<file path="src/sv/dmab_pkg.sv">
package dmab_pkg;

  localparam int DMAB_MAX_CHANNELS = 8;
  localparam int DMAB_BANK_SLOTS   = 8;
  localparam int DMAB_DESC_BYTES   = 32;

  localparam int ADDR_W = 32;
  localparam int CFG_IW = 3;

  // request queue between front and back
  localparam int QUEUE_DEPTH = 2;
  localparam int QPW = (QUEUE_DEPTH > 1) ? $clog2(QUEUE_DEPTH) : 1;
  localparam int QCW = $clog2(QUEUE_DEPTH + 1);

  localparam logic [CFG_IW-1:0] REG_BATCH_SIZE    = 3'd0;
  localparam logic [CFG_IW-1:0] REG_CHANNEL_COUNT = 3'd1;
  localparam logic [CFG_IW-1:0] REG_POOL_BASE     = 3'd2;
  localparam logic [CFG_IW-1:0] REG_POOL_STRIDE   = 3'd3;

  localparam logic [1:0] K_WRITE = 2'd0;
  localparam logic [1:0] K_CUT   = 2'd1;
  localparam logic [1:0] K_TRIG  = 2'd2;
  localparam logic [1:0] K_DONE  = 2'd3;

  typedef enum logic {
    OP_SUBMIT,
    OP_FLUSH
  } op_t;

  typedef struct packed {
    op_t               op;
    logic [ADDR_W-1:0] dest;
    logic [ADDR_W-1:0] src;
    logic [ADDR_W-1:0] len;
  } req_t;

  typedef struct packed {
    logic              we;
    logic [CFG_IW-1:0] index;
    logic [ADDR_W-1:0] data;
  } cfg_wr_t;

endpackage

</file>
<file path="src/sv/dmab_front.sv">
module dmab_front (
  input  logic          clk,
  input  logic          rst_n,
  input  logic          in_valid,
  output logic          in_stall,
  input  logic          in_command,
  input  logic [31:0]   in_dest_addr,
  input  logic [31:0]   in_src_addr,
  input  logic [31:0]   in_byte_count,
  output dmab_pkg::req_t q_req,
  output logic          q_valid,
  input  logic          q_pop
);
  import dmab_pkg::*;

  req_t           mem_r [QUEUE_DEPTH];
  logic [QPW-1:0] wr_ptr_r;
  logic [QPW-1:0] rd_ptr_r;
  logic [QCW-1:0] cnt_r;
  logic           push;
  req_t           req_in;

  assign in_stall = (cnt_r == QCW'(QUEUE_DEPTH));
  assign push     = in_valid && !in_stall;
  assign q_valid  = (cnt_r != '0);
  assign q_req    = mem_r[rd_ptr_r];

  always_comb begin
    req_in.op   = in_command ? OP_FLUSH : OP_SUBMIT;
    req_in.dest = in_dest_addr;
    req_in.src  = in_src_addr;
    req_in.len  = in_byte_count;
  end

  always_ff @(posedge clk) begin
    if (push) begin
      mem_r[wr_ptr_r] <= req_in;
    end
  end

  always_ff @(posedge clk) begin
    if (!rst_n) begin
      wr_ptr_r <= '0;
      rd_ptr_r <= '0;
      cnt_r    <= '0;
    end else begin
      if (push) begin
        wr_ptr_r <= (wr_ptr_r == QPW'(QUEUE_DEPTH - 1)) ? '0 : wr_ptr_r + QPW'(1);
      end
      if (q_pop) begin
        rd_ptr_r <= (rd_ptr_r == QPW'(QUEUE_DEPTH - 1)) ? '0 : rd_ptr_r + QPW'(1);
      end
      case ({push, q_pop})
        2'b10:   cnt_r <= cnt_r + QCW'(1);
        2'b01:   cnt_r <= cnt_r - QCW'(1);
        default: cnt_r <= cnt_r;
      endcase
    end
  end

endmodule

</file>
<file path="src/sv/dmab_back.sv">
module dmab_back #(
  parameter int MAX_CHANNELS = dmab_pkg::DMAB_MAX_CHANNELS,
  parameter int BANK_SLOTS   = dmab_pkg::DMAB_BANK_SLOTS,
  parameter int DESC_BYTES   = dmab_pkg::DMAB_DESC_BYTES
) (
  input  logic              clk,
  input  logic              rst_n,
  input  dmab_pkg::cfg_wr_t cfg,
  input  dmab_pkg::req_t    q_req,
  input  logic              q_valid,
  output logic              q_pop,
  output logic              out_valid,
  input  logic              out_stall,
  output logic [1:0]        out_kind,
  output logic [2:0]        out_channel,
  output logic [31:0]       out_slot_addr,
  output logic [31:0]       out_link_addr,
  output logic [31:0]       out_dest,
  output logic [31:0]       out_src,
  output logic [31:0]       out_length,
  output logic              out_last
);
  import dmab_pkg::*;

  localparam int CW  = (MAX_CHANNELS > 1) ? $clog2(MAX_CHANNELS) : 1;
  localparam int CNW = $clog2(MAX_CHANNELS + 1);
  localparam int FW  = (BANK_SLOTS > 1) ? $clog2(BANK_SLOTS) : 1;
  localparam int BW  = $clog2(BANK_SLOTS + 1);

  typedef enum logic [2:0] {
    S_IDLE,
    S_TRIG,
    S_SCAN,
    S_FTRIG,
    S_DONE
  } state_t;

  state_t            state_r;
  logic [3:0]        batch_r;
  logic [3:0]        chcnt_r;
  logic [ADDR_W-1:0] base_r;
  logic [ADDR_W-1:0] stride_r;

  logic [CW-1:0]     cur_r;
  logic [CNW-1:0]    work_ch_r;
  logic              bank_r [MAX_CHANNELS];
  logic [FW-1:0]     fill_r [MAX_CHANNELS];

  logic              out_valid_r;
  logic              out_valid_nxt;
  logic [1:0]        out_kind_r;
  logic [2:0]        out_chan_r;
  logic [ADDR_W-1:0] out_slot_r;
  logic [ADDR_W-1:0] out_link_r;
  logic [ADDR_W-1:0] out_dest_r;
  logic [ADDR_W-1:0] out_src_r;
  logic [ADDR_W-1:0] out_len_r;
  logic              out_last_r;

  logic [CNW-1:0]    eff_cnt;
  logic [BW-1:0]     eff_batch;
  logic [CW-1:0]     sub_ch;
  logic [CW-1:0]     ch_idx;
  logic [CNW-1:0]    next_ch;
  logic              cur_bank;
  logic [FW-1:0]     cur_fill;
  logic              trig;
  logic              can_emit;
  logic [ADDR_W-1:0] start_slot;
  logic [ADDR_W-1:0] slot_num;
  logic [ADDR_W-1:0] chan_off;
  logic [ADDR_W-1:0] addr;

  always_comb begin
    if (chcnt_r == 4'd0) begin
      eff_cnt = CNW'(1);
    end else if (32'(chcnt_r) > 32'(MAX_CHANNELS)) begin
      eff_cnt = CNW'(MAX_CHANNELS);
    end else begin
      eff_cnt = CNW'(chcnt_r);
    end
    if (batch_r == 4'd0) begin
      eff_batch = BW'(1);
    end else if (32'(batch_r) > 32'(BANK_SLOTS)) begin
      eff_batch = BW'(BANK_SLOTS);
    end else begin
      eff_batch = BW'(batch_r);
    end
  end

  // a stale channel pointer past the served count falls back to channel 0
  assign sub_ch   = (CNW'(cur_r) >= eff_cnt) ? '0 : cur_r;
  assign ch_idx   = (state_r == S_IDLE) ? sub_ch : work_ch_r[CW-1:0];
  assign cur_bank = bank_r[ch_idx];
  assign cur_fill = fill_r[ch_idx];
  assign trig     = (BW'(cur_fill) + BW'(1)) >= eff_batch;
  assign next_ch  = ((CNW'(ch_idx) + CNW'(1)) >= eff_cnt) ? '0 : CNW'(ch_idx) + CNW'(1);
  assign can_emit = !out_valid_r || !out_stall;

  // one slot address per cycle: pool base + channel offset + slot offset
  always_comb begin
    start_slot = cur_bank ? ADDR_W'(BANK_SLOTS) : '0;
    case (state_r)
      S_IDLE:  slot_num = start_slot + ADDR_W'(cur_fill);
      S_SCAN:  slot_num = start_slot + ADDR_W'(cur_fill) - ADDR_W'(1);
      default: slot_num = start_slot;
    endcase
    chan_off = ADDR_W'(ADDR_W'(ch_idx) * stride_r);
    addr     = base_r + chan_off + ADDR_W'(slot_num * ADDR_W'(DESC_BYTES));
  end

  assign q_pop = (state_r == S_IDLE) && q_valid && ((q_req.op == OP_FLUSH) || can_emit);

  // output register holds while stalled, reloads whenever a result is issued
  always_comb begin
    out_valid_nxt = out_valid_r && out_stall;
    case (state_r)
      S_IDLE: begin
        if (q_pop && (q_req.op == OP_SUBMIT)) begin
          out_valid_nxt = 1'b1;
        end
      end
      S_SCAN: begin
        if ((work_ch_r < eff_cnt) && (cur_fill != '0) && can_emit) begin
          out_valid_nxt = 1'b1;
        end
      end
      S_TRIG, S_FTRIG, S_DONE: begin
        if (can_emit) begin
          out_valid_nxt = 1'b1;
        end
      end
      default: ;
    endcase
  end

  always_ff @(posedge clk) begin
    if (!rst_n) begin
      state_r     <= S_IDLE;
      batch_r     <= 4'd1;
      chcnt_r     <= 4'd2;
      base_r      <= '0;
      stride_r    <= ADDR_W'(512);
      cur_r       <= '0;
      work_ch_r   <= '0;
      out_valid_r <= 1'b0;
      for (int i = 0; i < MAX_CHANNELS; i++) begin
        bank_r[i] <= 1'b0;
        fill_r[i] <= '0;
      end
    end else begin
      if (cfg.we) begin
        case (cfg.index)
          REG_BATCH_SIZE:    batch_r  <= cfg.data[3:0];
          REG_CHANNEL_COUNT: chcnt_r  <= cfg.data[3:0];
          REG_POOL_BASE:     base_r   <= cfg.data;
          REG_POOL_STRIDE:   stride_r <= cfg.data;
          default: ;
        endcase
      end

      out_valid_r <= out_valid_nxt;

      case (state_r)
        S_IDLE: begin
          if (q_pop) begin
            if (q_req.op == OP_SUBMIT) begin
              out_kind_r  <= K_WRITE;
              out_chan_r  <= 3'(ch_idx);
              out_slot_r  <= addr;
              out_link_r  <= trig ? '0 : addr + ADDR_W'(DESC_BYTES);
              out_dest_r  <= q_req.dest;
              out_src_r   <= q_req.src;
              out_len_r   <= q_req.len;
              out_last_r  <= !trig;
              work_ch_r   <= CNW'(ch_idx);
              if (trig) begin
                state_r <= S_TRIG;
              end else begin
                fill_r[ch_idx] <= cur_fill + FW'(1);
                cur_r          <= ch_idx;
              end
            end else begin
              work_ch_r <= '0;
              state_r   <= S_SCAN;
            end
          end
        end
        S_TRIG: begin
          if (can_emit) begin
            out_kind_r     <= K_TRIG;
            out_chan_r     <= 3'(ch_idx);
            out_slot_r     <= addr;
            out_link_r     <= '0;
            out_dest_r     <= '0;
            out_src_r      <= '0;
            out_len_r      <= '0;
            out_last_r     <= 1'b1;
            bank_r[ch_idx] <= !cur_bank;
            fill_r[ch_idx] <= '0;
            cur_r          <= next_ch[CW-1:0];
            state_r        <= S_IDLE;
          end
        end
        S_SCAN: begin
          if (work_ch_r >= eff_cnt) begin
            state_r <= S_DONE;
          end else if (cur_fill == '0) begin
            work_ch_r <= work_ch_r + CNW'(1);
          end else if (can_emit) begin
            out_kind_r  <= K_CUT;
            out_chan_r  <= 3'(ch_idx);
            out_slot_r  <= addr;
            out_link_r  <= '0;
            out_dest_r  <= '0;
            out_src_r   <= '0;
            out_len_r   <= '0;
            out_last_r  <= 1'b0;
            state_r     <= S_FTRIG;
          end
        end
        S_FTRIG: begin
          if (can_emit) begin
            out_kind_r     <= K_TRIG;
            out_chan_r     <= 3'(ch_idx);
            out_slot_r     <= addr;
            out_link_r     <= '0;
            out_dest_r     <= '0;
            out_src_r      <= '0;
            out_len_r      <= '0;
            out_last_r     <= 1'b0;
            bank_r[ch_idx] <= !cur_bank;
            fill_r[ch_idx] <= '0;
            work_ch_r      <= work_ch_r + CNW'(1);
            state_r        <= S_SCAN;
          end
        end
        S_DONE: begin
          if (can_emit) begin
            out_kind_r  <= K_DONE;
            out_chan_r  <= '0;
            out_slot_r  <= '0;
            out_link_r  <= '0;
            out_dest_r  <= '0;
            out_src_r   <= '0;
            out_len_r   <= '0;
            out_last_r  <= 1'b1;
            state_r     <= S_IDLE;
          end
        end
        default: state_r <= S_IDLE;
      endcase
    end
  end

  assign out_valid     = out_valid_r;
  assign out_kind      = out_kind_r;
  assign out_channel   = out_chan_r;
  assign out_slot_addr = out_slot_r;
  assign out_link_addr = out_link_r;
  assign out_dest      = out_dest_r;
  assign out_src       = out_src_r;
  assign out_length    = out_len_r;
  assign out_last      = out_last_r;

  a_pop_idle: assert property (@(posedge clk) disable iff (!rst_n)
    q_pop |-> (state_r == S_IDLE))
    else $error("request popped while sequencer busy");

  a_ftrig_out: assert property (@(posedge clk) disable iff (!rst_n)
    (state_r == S_FTRIG && can_emit) |=> (out_valid_r && out_kind_r == K_TRIG && !out_last_r))
    else $error("flush trigger not emitted as a non-final result");

  a_done_out: assert property (@(posedge clk) disable iff (!rst_n)
    (state_r == S_DONE && can_emit) |=>
      (out_valid_r && out_kind_r == K_DONE && out_last_r && out_slot_r == '0))
    else $error("flush done marker malformed");

  a_cut_not_last: assert property (@(posedge clk) disable iff (!rst_n)
    (out_valid_r && out_kind_r == K_CUT) |-> (!out_last_r && state_r == S_FTRIG))
    else $error("chain cut not followed by its trigger");

endmodule

</file>
<file path="src/sv/dma_descriptor_batcher_top.sv">
// DMA descriptor batcher. Copy requests and flush commands enter a two-entry
// request queue; a sequencer behind it keeps per-channel ping-pong bank and fill
// state and drives at most one result per cycle, while the output is not
// stalled, into an output register. A submit issues a descriptor write, and
// then a channel trigger when it completes a batch. A flush issues, for each
// served channel holding a partial batch, a cut and then a trigger, skips
// empty channels and ends with a done marker. The sequencer takes no new
// request until idle again; each result needs an unstalled output slot.
// Descriptor addresses are pool_base + channel * pool_stride + slot * DESC_BYTES,
// modulo 2^32. Configuration is to be written through cfg_we/cfg_index/cfg_data
// while no request is in flight; the block does not enforce it. Unknown indexes
// are ignored. No clearing pass: all state is ready in the cycle after reset.
module dma_descriptor_batcher_top #(
  parameter int MAX_CHANNELS = dmab_pkg::DMAB_MAX_CHANNELS,
  parameter int BANK_SLOTS   = dmab_pkg::DMAB_BANK_SLOTS,
  parameter int DESC_BYTES   = dmab_pkg::DMAB_DESC_BYTES
) (
  input  logic                        clk,
  input  logic                        rst_n,
  input  logic                        in_valid,
  output logic                        in_stall,
  input  logic                        in_command,
  input  logic [31:0]                 in_dest_addr,
  input  logic [31:0]                 in_src_addr,
  input  logic [31:0]                 in_byte_count,
  output logic                        out_valid,
  input  logic                        out_stall,
  output logic [1:0]                  out_kind,
  output logic [2:0]                  out_channel,
  output logic [31:0]                 out_slot_addr,
  output logic [31:0]                 out_link_addr,
  output logic [31:0]                 out_dest,
  output logic [31:0]                 out_src,
  output logic [31:0]                 out_length,
  output logic                        out_last,
  input  logic                        cfg_we,
  input  logic [dmab_pkg::CFG_IW-1:0] cfg_index,
  input  logic [31:0]                 cfg_data
);
  import dmab_pkg::*;

  req_t    q_req;
  logic    q_valid;
  logic    q_pop;
  cfg_wr_t cfg;

  always_comb begin
    cfg.we    = cfg_we;
    cfg.index = cfg_index;
    cfg.data  = cfg_data;
  end

  dmab_front u_front (
    .clk           (clk),
    .rst_n         (rst_n),
    .in_valid      (in_valid),
    .in_stall      (in_stall),
    .in_command    (in_command),
    .in_dest_addr  (in_dest_addr),
    .in_src_addr   (in_src_addr),
    .in_byte_count (in_byte_count),
    .q_req         (q_req),
    .q_valid       (q_valid),
    .q_pop         (q_pop)
  );

  dmab_back #(
    .MAX_CHANNELS (MAX_CHANNELS),
    .BANK_SLOTS   (BANK_SLOTS),
    .DESC_BYTES   (DESC_BYTES)
  ) u_back (
    .clk           (clk),
    .rst_n         (rst_n),
    .cfg           (cfg),
    .q_req         (q_req),
    .q_valid       (q_valid),
    .q_pop         (q_pop),
    .out_valid     (out_valid),
    .out_stall     (out_stall),
    .out_kind      (out_kind),
    .out_channel   (out_channel),
    .out_slot_addr (out_slot_addr),
    .out_link_addr (out_link_addr),
    .out_dest      (out_dest),
    .out_src       (out_src),
    .out_length    (out_length),
    .out_last      (out_last)
  );

endmodule

</file>
<file path="config.mk">
export PLATFORM = sky130hd
export DESIGN_NAME = dma_descriptor_batcher_top
export DESIGN_NICKNAME = d
export VERILOG_FILES = /design/src/sv/dmab_pkg.sv /design/src/sv/dmab_front.sv /design/src/sv/dmab_back.sv /design/src/sv/dma_descriptor_batcher_top.sv
export SDC_FILE = /design/constraint.sdc
export NUM_CORES = 1
export LEC_CHECK = 0
export BUFFER_PORTS_ARGS = -buffer_cell sky130_fd_sc_hd__buf_2
export CORE_MARGIN = 2
export CORE_UTILIZATION = 53
export CTS_CLUSTER_SIZE = 40
export DETAILED_ROUTE_END_ITERATION = 8
export PLACE_DENSITY = 0.76
export SLEW_MARGIN = 20
export SYNTH_ARGS = -nofsm -noshare
export SYNTH_HDL_FRONTEND = slang
export SYNTH_SLANG_ARGS = --single-unit
</file>
<file path="constraint.sdc">
create_clock -name clk -period 11.3 [get_ports clk]
set_clock_uncertainty 0.05 [all_clocks]
set_input_delay 1.13 -clock clk [delete_from_list [all_inputs] [get_ports clk]]
set_output_delay 1.13 -clock clk [all_outputs]
set_load 0.02 [all_outputs]
</file>
==> results.json <==
{
  "synth.distinct_cells": 88,
  "cts_root_buf": "clkbuf_16",
  "first_pass_iters": 6,
  "crit_arrival_ns": 9.29,
  "final_common_cell": "edfxtp_1",
  "path_class": "flop to flop",
  "setup_ws_ns": 2.29,
  "yosys_warnings": 0,
  "drt-initial-drc-count": 1127,
  "syn_to_final_growth_pct": 15.7,
  "crit_family": "compound AO/OA/AOI/OAI gates",
  "min_period_ns": 9.01,
  "routed.top_layer": "met5",
  "clock_sinks": 480,
  "post_cts_resized": 0,
  "finalSetupTns_ns": 0,
  "wl_per_cell_microns": 19.8,
  "setup_viol": 0,
  "met3_length_microns": 3940,
  "vias": 15700,
  "final_util": 0.620,
  "irDropWorstVdd_mv": 0.174,
  "relSlewSlack": 0.254,
  "fin_crit_sh": 0.797,
  "cp-end-kind": "flop",
  "wirelength_microns": 56100,
  "antenna_found_initial": 7,
  "hold_buffers": 0,
  "grt.overflow.total": 0,
  "drive_above_1_share": 0.186,
  "crit_slowest_cell": "fa_1",
  "r2r-start": "u_back.chcnt_r[3]",
  "p_leak_nw": 10.3,
  "io_buffers": 304,
  "post_cts_buffers": 0,
  "p_per_area_nw_per_um2": 226,
  "p_total_mw": 6.02,
  "p_int_mw": 3.84,
  "path_max_fanout": 49,
  "synth_async_sr_flop_share": 0,
  "die-height_microns": 212,
  "core_area_sq_um": 43000,
  "finalHoldViolCount": 0,
  "ys_ff_latch": 480,
  "layout_common_cells": "384 x edfxtp_1, 304 x buf_2, 281 x nand2_1, 221 x nor2_1, 113 x mux2i_1",
  "fin_area_sq_um": 26600,
  "crit_path_max_incr_delay_ns": 0.68,
  "pwr-share-comb": 0.330,
  "cts_tree": "built",
  "syn_nets": 2210,
  "critPathLaunchType": "flop",
  "die_x_microns": 212,
  "power_frac_seq": 0.414,
  "yosys_most_used_dff": "edfxtp_1",
  "drv_slew": 0,
  "status": "completed",
  "rows": 76,
  "crit_start": "u_back.chcnt_r[3]",
  "ant_nets": 0,
  "rrSetupSlack_ns": 2.29,
  "p_switching_mw": 2.18,
  "place.gp.congestion": 0.918,
  "fmax_mhz": 111,
  "avgSynthCellArea_sq_um": 11.9,
  "crit_end": "u_back.out_link_addr[26]",
  "switching_share": 0.362,
  "postPlaceCellArea_sq_um": 25100,
  "synth_cells": 1929,
  "synth_area_sq_um": 23000,
  "worstMarginPinSlew_ns": 1.12,
  "final_nets": 2492,
  "drv_cap": 0,
  "required_ns": 11.58,
  "layout.cells.non_filler": 2839,
  "cts_buffer_depth": 3,
  "grt_util_all_layers": 0.248,
  "grt_pass1_wl_microns": 85900,
  "hpwl_microns": 39400,
  "rsz0062_at_grt": "false",
  "wl_met1_microns": 21800,
  "path_depth": 28,
  "start_util": 0.536,
  "ioPinCount": 305,
  "die_area_sq_um": 45100,
  "clkLatencyLatePin_ns": 0.61,
  "grt_max_degree": 97,
  "hold_depth": 2,
  "remaining_drc_errors": 0,
  "yosysSeqAreaShare": 0.584,
  "synth_edf_count": 384,
  "dr_wl_met2_microns": 27900,
  "viasPerCell": 5.52,
  "rr_endpoint": "u_back.out_link_addr[26]",
  "pre_cts_slack_ns": 2.42,
  "h-tree-depth": 2,
  "critPathBufInv": 3,
  "cts.clk_slew.worst_paths_ns": 0.06,
  "reg2reg_depth": 28,
  "clkPwrFrac": 0.257,
  "numCtsBuffers": 48,
  "placed_cells": 2746,
  "min_path_type": "flop to flop",
  "grt_pass1_vias": 15700,
  "hold_ws_ns": 0.406
}
## cells in the mapped netlist (all sizes together) (3+ instances only)
cell    count  area share
a211oi     11      0.0040
a21boi     11      0.0036
a21o       23      0.0076
a21oi     104       0.023
a221oi      3      0.0011
a22oi       3     0.00098
a31oi       7      0.0019
and2       37       0.010
and3       12      0.0033
buf        16      0.0032
clkbuf     71       0.012
dfxtp      96       0.083
edfxtp    384        0.50
fa         85       0.074
ha         59       0.032
inv       113       0.018
mux2i     113       0.049
nand2     281       0.046
nand2b     12      0.0033
nand3      37      0.0080
nand4       6      0.0019
nand4b      3      0.0021
nor2      224       0.037
nor2b       9      0.0024
nor3       24      0.0054
nor3b       5      0.0018
nor4       11      0.0049
nor4b       3      0.0018
o211a       6      0.0026
o211ai     10      0.0035
o21a        5      0.0016
o21ai      39      0.0085
o21ba       3      0.0013
or2         3     0.00082
or3         6      0.0016
xnor2      42       0.016
xor2       16      0.0061
## area by class of cell
class                   count  area (sq um)
multi-input cells        1249          8860
clock inverters            19           190
clock buffers              68          1340
diodes                      6          15.0
repair buffers            319          1630
well taps                 585           732
fillers                  3392         16300
flip-flops and latches    480         13500
inverters                 113           424
## worst min-delay path by stage
stage,start,end,slack (ns)
after floorplan,u_back.base_r[10],u_back.base_r[10],0.39
after global placement,u_back.base_r[11],u_back.base_r[11],0.39
after detailed placement,u_back.base_r[24],u_back.base_r[24],0.40
after CTS,u_back.base_r[24],u_back.base_r[24],0.41
after global routing,u_back.base_r[22],u_back.base_r[22],0.42
final,u_back.base_r[24],u_back.base_r[24],0.41
## registers in the layout, indices dropped and copies added, names as in the netlist, named ones only
| register | count |
|---|---|
| u_back.out_channel | 3 |
| u_back.stride_r | 32 |
| u_back.batch_r | 4 |
| u_back.out_length | 32 |
| u_back.base_r | 32 |
| u_back.state_r | 3 |
| u_front.cnt_r | 2 |
| u_back.out_src | 32 |
| u_front.wr_ptr_r | 1 |
| u_back.out_slot_addr | 32 |
| u_back.fill_r | 24 |
| u_back.out_link_addr | 32 |
| u_back.out_valid | 1 |
| u_back.out_last | 1 |
| u_front.mem_r | 194 |
| u_back.chcnt_r | 4 |
| u_back.work_ch_r | 4 |
| u_back.out_kind | 2 |
| u_front.rd_ptr_r | 1 |
| u_back.bank_r | 8 |
| u_back.cur_r | 3 |
| u_back.out_dest | 32 |
## worst min-delay path, cell delays in order, from the launching register on
cell and delay [ns]:
dfxtp_1 0.31, nand2_1 0.05, a21oi_1 0.05
## power by group through the flow
stage / combinational, mW / sequential (mW) / clock, mW
6_report: 1.99 / 2.49 / 1.55
5_1_grt: 2.17 / 2.52 / 1.64
4_1_cts: 1.99 / 2.49 / 1.58
3_5_place_dp: 1.98 / 2.52 / 0
3_3_place_gp: 1.94 / 2.52 / 0
2_1_floorplan: 1.18 / 2.71 / 0
## logic make-up (layout without fill, tap and decap cells)
| kind of cell | after synthesis | in the layout | share of synthesized area |
|---|---|---|---|
| muxes | 115 | 115 | 0.0506 |
| and+or+nand+nor | 680 | 680 | 0.133 |
| DFF | 480 | 480 | 0.584 |
| adders and majority gates | 144 | 144 | 0.106 |
| AOI/OAI and AO/OA | 251 | 251 | 0.0695 |
| xor gates and xnor gates | 59 | 59 | 0.0234 |
| buffers and inverters | 200 | 519 | 0.0333 |
| other | 0 | 6 | 0 |
## layer usage
layer / vias to the layer above / GRT usage
met1: 7640 / 0.300
li1: 7289 / -
met4: 8 / 0.124
met3: 150 / 0.0569
met5: - / 0
met2: 577 / 0.417
(Power assumes the default switching activity.)
